--- src/tfst_pkg.sv ---
// tfst_pkg: shared types and constants of the timed flash slot table
// operation codes, sequencer states and field widths; no dependencies
`default_nettype none

package tfst_pkg;

	// field widths of one input word and one result word
	localparam int KIND_W      = 2;
	localparam int FLASH_W     = 2;
	localparam int TARGET_W    = 4;
	localparam int IDENT_W     = 8;
	localparam int TIME_W      = 16;
	localparam int S_TDATA_W   = 32;
	localparam int M_TDATA_W   = 8;

	// flash duration after reset
	localparam logic [TIME_W-1:0] DURATION_RESET = 16'd500;

	// operation codes carried in s_tuser
	typedef logic [KIND_W-1:0] op_t;
	localparam op_t OP_EMIT  = 2'd0;
	localparam op_t OP_TICK  = 2'd1;
	localparam op_t OP_QUERY = 2'd2;

	// sequencer states
	typedef enum logic [1:0] {
		ST_IDLE,
		ST_SCAN,
		ST_APPLY,
		ST_RESULT
	} state_t;

endpackage

`default_nettype wire

--- src/timed_flash_slot_table.sv ---
// timed_flash_slot_table: slot table of timed feedback entries with emit, tick and query
// depends on tfst_pkg
//
//  channel  | direction | handshake            | payload
//  s        | in        | s_tvalid / s_tready  | s_tuser kind, s_tdata emit/tick/query fields
//  m        | out       | m_tvalid / m_tready  | m_tuser hit, m_tdata hit_kind
//  cfg      | in        | cfg_wen              | cfg_wdata flash_duration
//
// one shared compare/subtract unit visits one slot per cycle under a small sequencer
// tick visits all slots; query stops at the first match or last slot, then gives its result; emit
// stops at an exact match or free slot, else replaces the slot with least time; unused kinds drop
// s_tready is low while a word is being worked on; a query result waits in its
// state until the output register is free, so m_tready stalls hold off the next word
// reset clears all slots to free and the duration to 500 at once
`default_nettype none

module timed_flash_slot_table #(
	parameter int SLOT_COUNT = 4
) (
	input  wire logic        clk,
	input  wire logic        arst_n,
	// input words
	input  wire logic        s_tvalid,
	output logic             s_tready,
	input  wire logic [31:0] s_tdata,  // flash_kind[1:0], target_class[5:2], element_id[13:6], elapsed[29:14], zero[31:30]
	input  wire logic [1:0]  s_tuser,  // kind[1:0]
	// result words
	output logic             m_tvalid,
	input  wire logic        m_tready,
	output logic [7:0]       m_tdata,  // hit_kind[1:0], zero[7:2]
	output logic [0:0]       m_tuser,  // hit[0]
	// configuration
	input  wire logic        cfg_wen,
	input  wire logic [15:0] cfg_wdata
);

	localparam int IDX_W = (SLOT_COUNT > 1) ? $clog2(SLOT_COUNT) : 1;
	localparam logic [IDX_W-1:0] LAST_IDX = IDX_W'(SLOT_COUNT - 1);

	// slot storage
	logic [tfst_pkg::FLASH_W-1:0]  slot_flash_q  [SLOT_COUNT];
	logic [tfst_pkg::TARGET_W-1:0] slot_target_q [SLOT_COUNT];
	logic [tfst_pkg::IDENT_W-1:0]  slot_ident_q  [SLOT_COUNT];
	logic [tfst_pkg::TIME_W-1:0]   slot_rem_q    [SLOT_COUNT];

	// sequencer and latched word
	tfst_pkg::state_t              state_q, state_d;
	tfst_pkg::op_t                 op_q;
	logic [tfst_pkg::FLASH_W-1:0]  fk_q;
	logic [tfst_pkg::TARGET_W-1:0] tc_q;
	logic signed [tfst_pkg::IDENT_W-1:0] id_q;
	logic [tfst_pkg::TIME_W-1:0]   dt_q;
	logic [IDX_W-1:0]              idx_q;
	logic [tfst_pkg::TIME_W-1:0]   duration_q;

	// eviction tracking
	logic                          have_q;
	logic [IDX_W-1:0]              victim_q;
	logic [tfst_pkg::TIME_W-1:0]   best_q;

	// query result and output register
	logic                          res_hit_q;
	logic [tfst_pkg::FLASH_W-1:0]  res_kind_q;
	logic                          m_valid_q;
	logic                          m_hit_q;
	logic [tfst_pkg::FLASH_W-1:0]  m_kind_q;

	// shared unit signals
	logic [tfst_pkg::TIME_W-1:0]   rem_cur;
	logic                          cur_active;
	logic                          exact;
	logic                          qmatch;
	logic                          better;
	logic                          last;
	logic [tfst_pkg::TIME_W-1:0]   tick_val;

	// control
	logic                          accept;
	logic                          out_free;
	logic                          out_load;
	logic                          ent_we;
	logic                          rem_we;
	logic [IDX_W-1:0]              wr_idx;
	logic [tfst_pkg::TIME_W-1:0]   rem_wval;
	logic                          track;

	// compare and subtract on the visited slot
	always_comb begin
		rem_cur    = slot_rem_q[idx_q];
		cur_active = (rem_cur != '0);
		exact      = cur_active && (slot_flash_q[idx_q] == fk_q)
			&& (slot_target_q[idx_q] == tc_q) && (slot_ident_q[idx_q] == id_q);
		qmatch     = cur_active && (slot_target_q[idx_q] == tc_q)
			&& (slot_ident_q[idx_q][tfst_pkg::IDENT_W-1] || (slot_ident_q[idx_q] == id_q));
		better     = !have_q || (rem_cur < best_q);
		last       = (idx_q == LAST_IDX);
		tick_val   = (rem_cur > dt_q) ? (rem_cur - dt_q) : '0;
	end

	// next state
	always_comb begin
		state_d = state_q;
		case (state_q)
			tfst_pkg::ST_IDLE: begin
				if (s_tvalid && (s_tuser == tfst_pkg::OP_EMIT || s_tuser == tfst_pkg::OP_TICK
					|| s_tuser == tfst_pkg::OP_QUERY)) begin
					state_d = tfst_pkg::ST_SCAN;
				end
			end
			tfst_pkg::ST_SCAN: begin
				case (op_q)
					tfst_pkg::OP_EMIT: begin
						if (exact || !cur_active) state_d = tfst_pkg::ST_IDLE;
						else if (last) state_d = tfst_pkg::ST_APPLY;
					end
					tfst_pkg::OP_TICK: begin
						if (last) state_d = tfst_pkg::ST_IDLE;
					end
					tfst_pkg::OP_QUERY: begin
						if (qmatch || last) state_d = tfst_pkg::ST_RESULT;
					end
					default: state_d = tfst_pkg::ST_IDLE;
				endcase
			end
			tfst_pkg::ST_APPLY: state_d = tfst_pkg::ST_IDLE;
			tfst_pkg::ST_RESULT: begin
				if (out_free) state_d = tfst_pkg::ST_IDLE;
			end
			default: state_d = tfst_pkg::ST_IDLE;
		endcase
	end

	// handshake and slot write control
	always_comb begin
		s_tready = (state_q == tfst_pkg::ST_IDLE);
		accept   = s_tvalid && s_tready;
		out_free = !m_valid_q || m_tready;
		out_load = (state_q == tfst_pkg::ST_RESULT) && out_free;
		ent_we   = 1'b0;
		rem_we   = 1'b0;
		wr_idx   = idx_q;
		rem_wval = duration_q;
		track    = 1'b0;
		case (state_q)
			tfst_pkg::ST_SCAN: begin
				case (op_q)
					tfst_pkg::OP_EMIT: begin
						if (exact) begin
							rem_we = 1'b1;
						end else if (!cur_active) begin
							ent_we = 1'b1;
						end else begin
							track = better;
						end
					end
					tfst_pkg::OP_TICK: begin
						rem_we   = 1'b1;
						rem_wval = tick_val;
					end
					default: ;
				endcase
			end
			tfst_pkg::ST_APPLY: begin
				ent_we = 1'b1;
				wr_idx = victim_q;
			end
			default: ;
		endcase
	end

	// sequencer registers
	always_ff @(posedge clk or negedge arst_n) begin
		if (!arst_n) begin
			state_q    <= tfst_pkg::ST_IDLE;
			idx_q      <= '0;
			have_q     <= 1'b0;
			duration_q <= tfst_pkg::DURATION_RESET;
			m_valid_q  <= 1'b0;
		end else begin
			state_q <= state_d;
			if (cfg_wen) duration_q <= cfg_wdata;
			if (accept) begin
				idx_q  <= '0;
				have_q <= 1'b0;
			end else if (state_q == tfst_pkg::ST_SCAN) begin
				idx_q <= idx_q + 1'b1;
				if (track) have_q <= 1'b1;
			end
			if (out_load) m_valid_q <= 1'b1;
			else if (m_tready) m_valid_q <= 1'b0;
		end
	end

	// latched word, eviction candidate and results
	always_ff @(posedge clk) begin
		if (accept) begin
			op_q <= s_tuser;
			fk_q <= s_tdata[1:0];
			tc_q <= s_tdata[5:2];
			id_q <= s_tdata[13:6];
			dt_q <= s_tdata[29:14];
		end
		if (track) begin
			victim_q <= idx_q;
			best_q   <= rem_cur;
		end
		if (state_q == tfst_pkg::ST_SCAN && op_q == tfst_pkg::OP_QUERY) begin
			res_hit_q  <= qmatch;
			res_kind_q <= qmatch ? slot_flash_q[idx_q] : '0;
		end
		if (out_load) begin
			m_hit_q  <= res_hit_q;
			m_kind_q <= res_kind_q;
		end
	end

	// remaining time, cleared at reset so every slot starts free
	always_ff @(posedge clk or negedge arst_n) begin
		if (!arst_n) begin
			for (int i = 0; i < SLOT_COUNT; i++) slot_rem_q[i] <= '0;
		end else if (ent_we || rem_we) begin
			slot_rem_q[wr_idx] <= rem_wval;
		end
	end

	// slot entry fields
	always_ff @(posedge clk) begin
		if (ent_we) begin
			slot_flash_q[wr_idx]  <= fk_q;
			slot_target_q[wr_idx] <= tc_q;
			slot_ident_q[wr_idx]  <= id_q;
		end
	end

	// result port
	assign m_tvalid = m_valid_q;
	assign m_tdata  = {{(tfst_pkg::M_TDATA_W - tfst_pkg::FLASH_W){1'b0}}, m_kind_q};
	assign m_tuser  = m_hit_q;

endmodule

`default_nettype wire

--- config.mk ---
export PLATFORM = sky130hd
export DESIGN_NAME = timed_flash_slot_table
export DESIGN_NICKNAME = d
export VERILOG_FILES = /design/src/tfst_pkg.sv /design/src/timed_flash_slot_table.sv
export SDC_FILE = /design/constraint.sdc
export NUM_CORES = 1
export LEC_CHECK = 0
export BUFFER_PORTS_ARGS = -buffer_cell sky130_fd_sc_hd__buf_2
export CAP_MARGIN = 20
export CORE_ASPECT_RATIO = 1.1
export CORE_UTILIZATION = 35
export CTS_CLUSTER_SIZE = 25
export DETAILED_ROUTE_END_ITERATION = 7
export PLACE_DENSITY = 0.63
export RECOVER_POWER = 50
export SYNTH_ARGS = -nofsm -noshare
export SYNTH_HDL_FRONTEND = slang
export SYNTH_SLANG_ARGS = --single-unit
--- constraint.sdc ---
create_clock -name clk -period 4.7 [get_ports clk]
set_clock_uncertainty 0.15 [all_clocks]
set_input_delay 0.705 -clock clk [delete_from_list [all_inputs] [get_ports clk]]
set_output_delay 0.705 -clock clk [all_outputs]
set_load 0.02 [all_outputs]
==> impl_metrics.ini <==
[outcome]
status = complete, but fails checks
violations = capacitance limit, slew limit

[finish]
layout_common_cells = 112 x edfxtp_1, 79 x dfrtp_1, 53 x buf_2, 42 x inv_1, 40 x mux2_4
final_common_cell = edfxtp_1
multi_input_area_um2 = 3610
num-nets-final = 799
fillers = 2463
fin_util_pct = 40.9
syn_to_final_growth_pct = 13.9
num_antenna_cells = 0
drive_gt1_share_pct = 28.2
register_area_um2 = 5520

[synth]
ys_seq_area_share_pct = 58.3
yosysWarnings = 0
synthTopCellsByArea = edfxtp_1 36%, dfrtp_1 21%, mux4_2 6.4%, mux2_4 6.3%, ha_1 4.8%
synth_area_um2 = 9470
synthDistinctLibCells = 58
async_flop_share_pct = 43.4
syn_inst = 638
synth.ff_latch_count = 198
avgSynthCellArea_um2 = 14.8
synth_ff_type = edfxtp_1
synth_top_area_cell = edfxtp_1
synth_edf_count = 112
yosysTopAreaCellShare_pct = 35.5

[floorplanning]
start_util_pct = 35.9
io_pins = 66
rows = 62
die_height_um = 175
die_area_um2 = 27700
die_width_um = 159
core_area_um2 = 26400

[timing]
fin_setup_tns_ns = 0
fin_crit_sh_pct = 93.6
setup_viol = 0
rsz0062_at_grt = no
fin_ws_ns = 0.302
max_slew.worst_pin.slew_ns = 3.42
final-hold-violation-count = 0
min_period_ns = 4.40
maxSlewHeadroom_pct = -128
fmax_mhz = 227
slew_viol_final = 64

[min_path]
hp-class = in2reg

[route]
ant_nets = 0
first_pass_iters = 4
vias = 5212
initialDrtViolationCount = 194
routedWlPerCell_um = 16.7
routed_wl_um = 18000
drc = 0
vias_per_cell = 4.86

[placement]
place_ws_ns = 0.307
gp_congestion = 0.768
place_hpwl_um = 12300
portBuffers = 57

[clock_network]
numCtsBuffers = 17
clock_path_buffers = 2
cts_tree = yes
h-tree-depth = 4
cts_root_buffer = clkbuf_16
path_clk_slew_ns = 0.09
cts_num_sinks = 198
postCtsHoldBufs = 0
clock_latency_ns = 0.45
cts_resized = 0
post-cts-setup-buffers = 0

[power_and_ir_drop]
ir_drop_v = 0.000304
pwr-share-seq_pct = 35.3
clock_power_share_pct = 21.6
p_total_mw = 7.36
total_leakage_power_nw = 4.42
powerDensity_nw_per_um2 = 682
p_int_mw = 4.66
switchingPower_mw = 2.70
netSwitchingFraction_pct = 36.7
p_comb_share_pct = 43.1

[grt]
grt_pass1_wl_um = 29500
antenna_found_initial = 0
grt_max_degree = 64
grt_pass1_vias = 5399
grtUsageTotal_pct = 13.8
gr-total-overflow = 0

[setup_path]
crit_path_start_kind = flop
end_kind = flop
critical_path_class = reg2reg
cp_max_fo = 12
cp.required_ns = 4.88
crit_arrival_ns = 4.58

[run]
drv_cap = 1
## flip-flops by register name, summed over array words and instances (netlist names), 2 cells and up
signal / flops
idx_q: 2
fk_q: 2
best_q: 16
duration_q: 16
tc_q: 4
slot_rem_q: 64
id_q: 8
m_kind_q: 2
slot_ident_q: 32
res_kind_q: 2
victim_q: 2
op_q: 2
dt_q: 16
slot_target_q: 16
state_q: 2
slot_flash_q: 8
## power groups by stage
stage                     Clock, mW  Combinational (mW)  Sequential [mW]
final                          1.59                3.17             2.60
after global placement            0                3.16             2.62
after floorplan                   0                2.55             2.56
after CTS                      1.63                3.22             2.60
after global routing           1.69                3.53             2.65
after detailed placement          0                3.21             2.63
## per-stage QoR
stage,hold WS (ns),area [um2],instances
5_1_grt,0.244,10800,1072
3_5_place_dp,0.256,10100,1040
6_report,0.266,10800,1072
4_1_cts,0.221,10800,1072
2_1_floorplan,0.250,9490,643
3_3_place_gp,0.254,10100,1040
## kinds of logic (layout without fill, tap and decap cells)
family	Yosys count	in the layout	share of synthesized area, %
mux	117	117	18.6
flops	198	198	58.3
fa+ha+maj	37	37	4.97
other cells	1	6	0.0396
buf+inv	70	147	3.92
xor+xnor	29	29	2.68
simple gates	105	105	5.75
compound gates	81	81	5.75
## synth_stat cells (2+ instances only)
library cell  count
edfxtp_1        112
dfrtp_1          80
inv_1            42
mux2_4           40
ha_1             36
nand2_1          28
mux4_2           27
nor2_1           26
mux2_1           24
mux2_2           16
o21ai_0          16
xnor2_1          16
a21o_1           15
a21oi_1          15
xor2_1           13
nor2b_1          12
buf_4            10
mux2i_1          10
nor3_1            8
clkbuf_1          7
nand4_1           7
dfstp_2           6
a31oi_1           5
a22o_1            4
and2_1            4
buf_8             4
nand3_1           4
nor4_2            4
o21ai_1           4
and3_1            3
buf_2             3
buf_6             3
nand2b_1          3
a21boi_1          2
a221oi_1          2
a41oi_1           2
o21a_1            2
o31a_1            2
o31ai_1           2
## layout make-up
type,count,area share (%)
Tap cell,352,4.08
Sequential cell,198,51.2
Inverter,42,1.46
Clock buffer,17,3.94
Multi-Input combinational cell,375,33.5
Clock inverter,15,2.20
Timing Repair Buffer,73,3.65
## worst max-delay path, cell delays in order, from the launching register on
cell and delay, ns:
dfrtp_1 0.59, mux4_2 0.42, inv_1 0.12, ha_1 0.17
inv_1 0.06, fa_1 0.41, a21o_1 0.20, a221oi_1 0.42
a21oi_1 0.25, a221oi_1 0.36, or3_1 0.42, o21ai_0 0.36
mux2_4 0.35
## per-layer routing
metal  vias up  track usage (%)  share of wire [%]
met5         -                0                  0
met4         0             4.61                1.6
met3        22             2.36                2.2
met2        73             23.8                 51
met1      2622             17.6                 45
li1       2495                -                  -
## final timing paths
check	startpoint	cells after the start	slack [ns]	end
worst max-delay path	idx_q[1]	12	0.30	slot_rem_q[27]
worst min-delay path	s_tdata[5]	1	0.27	tc_q[3]
worst max register to register	idx_q[1]	12	0.30	slot_rem_q[27]
worst min register to register	res_kind_q[1]	0	0.28	m_kind_q[1]
max in group asynchronous	arst_n	1	0.96	idx_q[0]
min in group asynchronous	arst_n	1	1.25	slot_rem_q[41]
(Power assumes the default switching activity.)
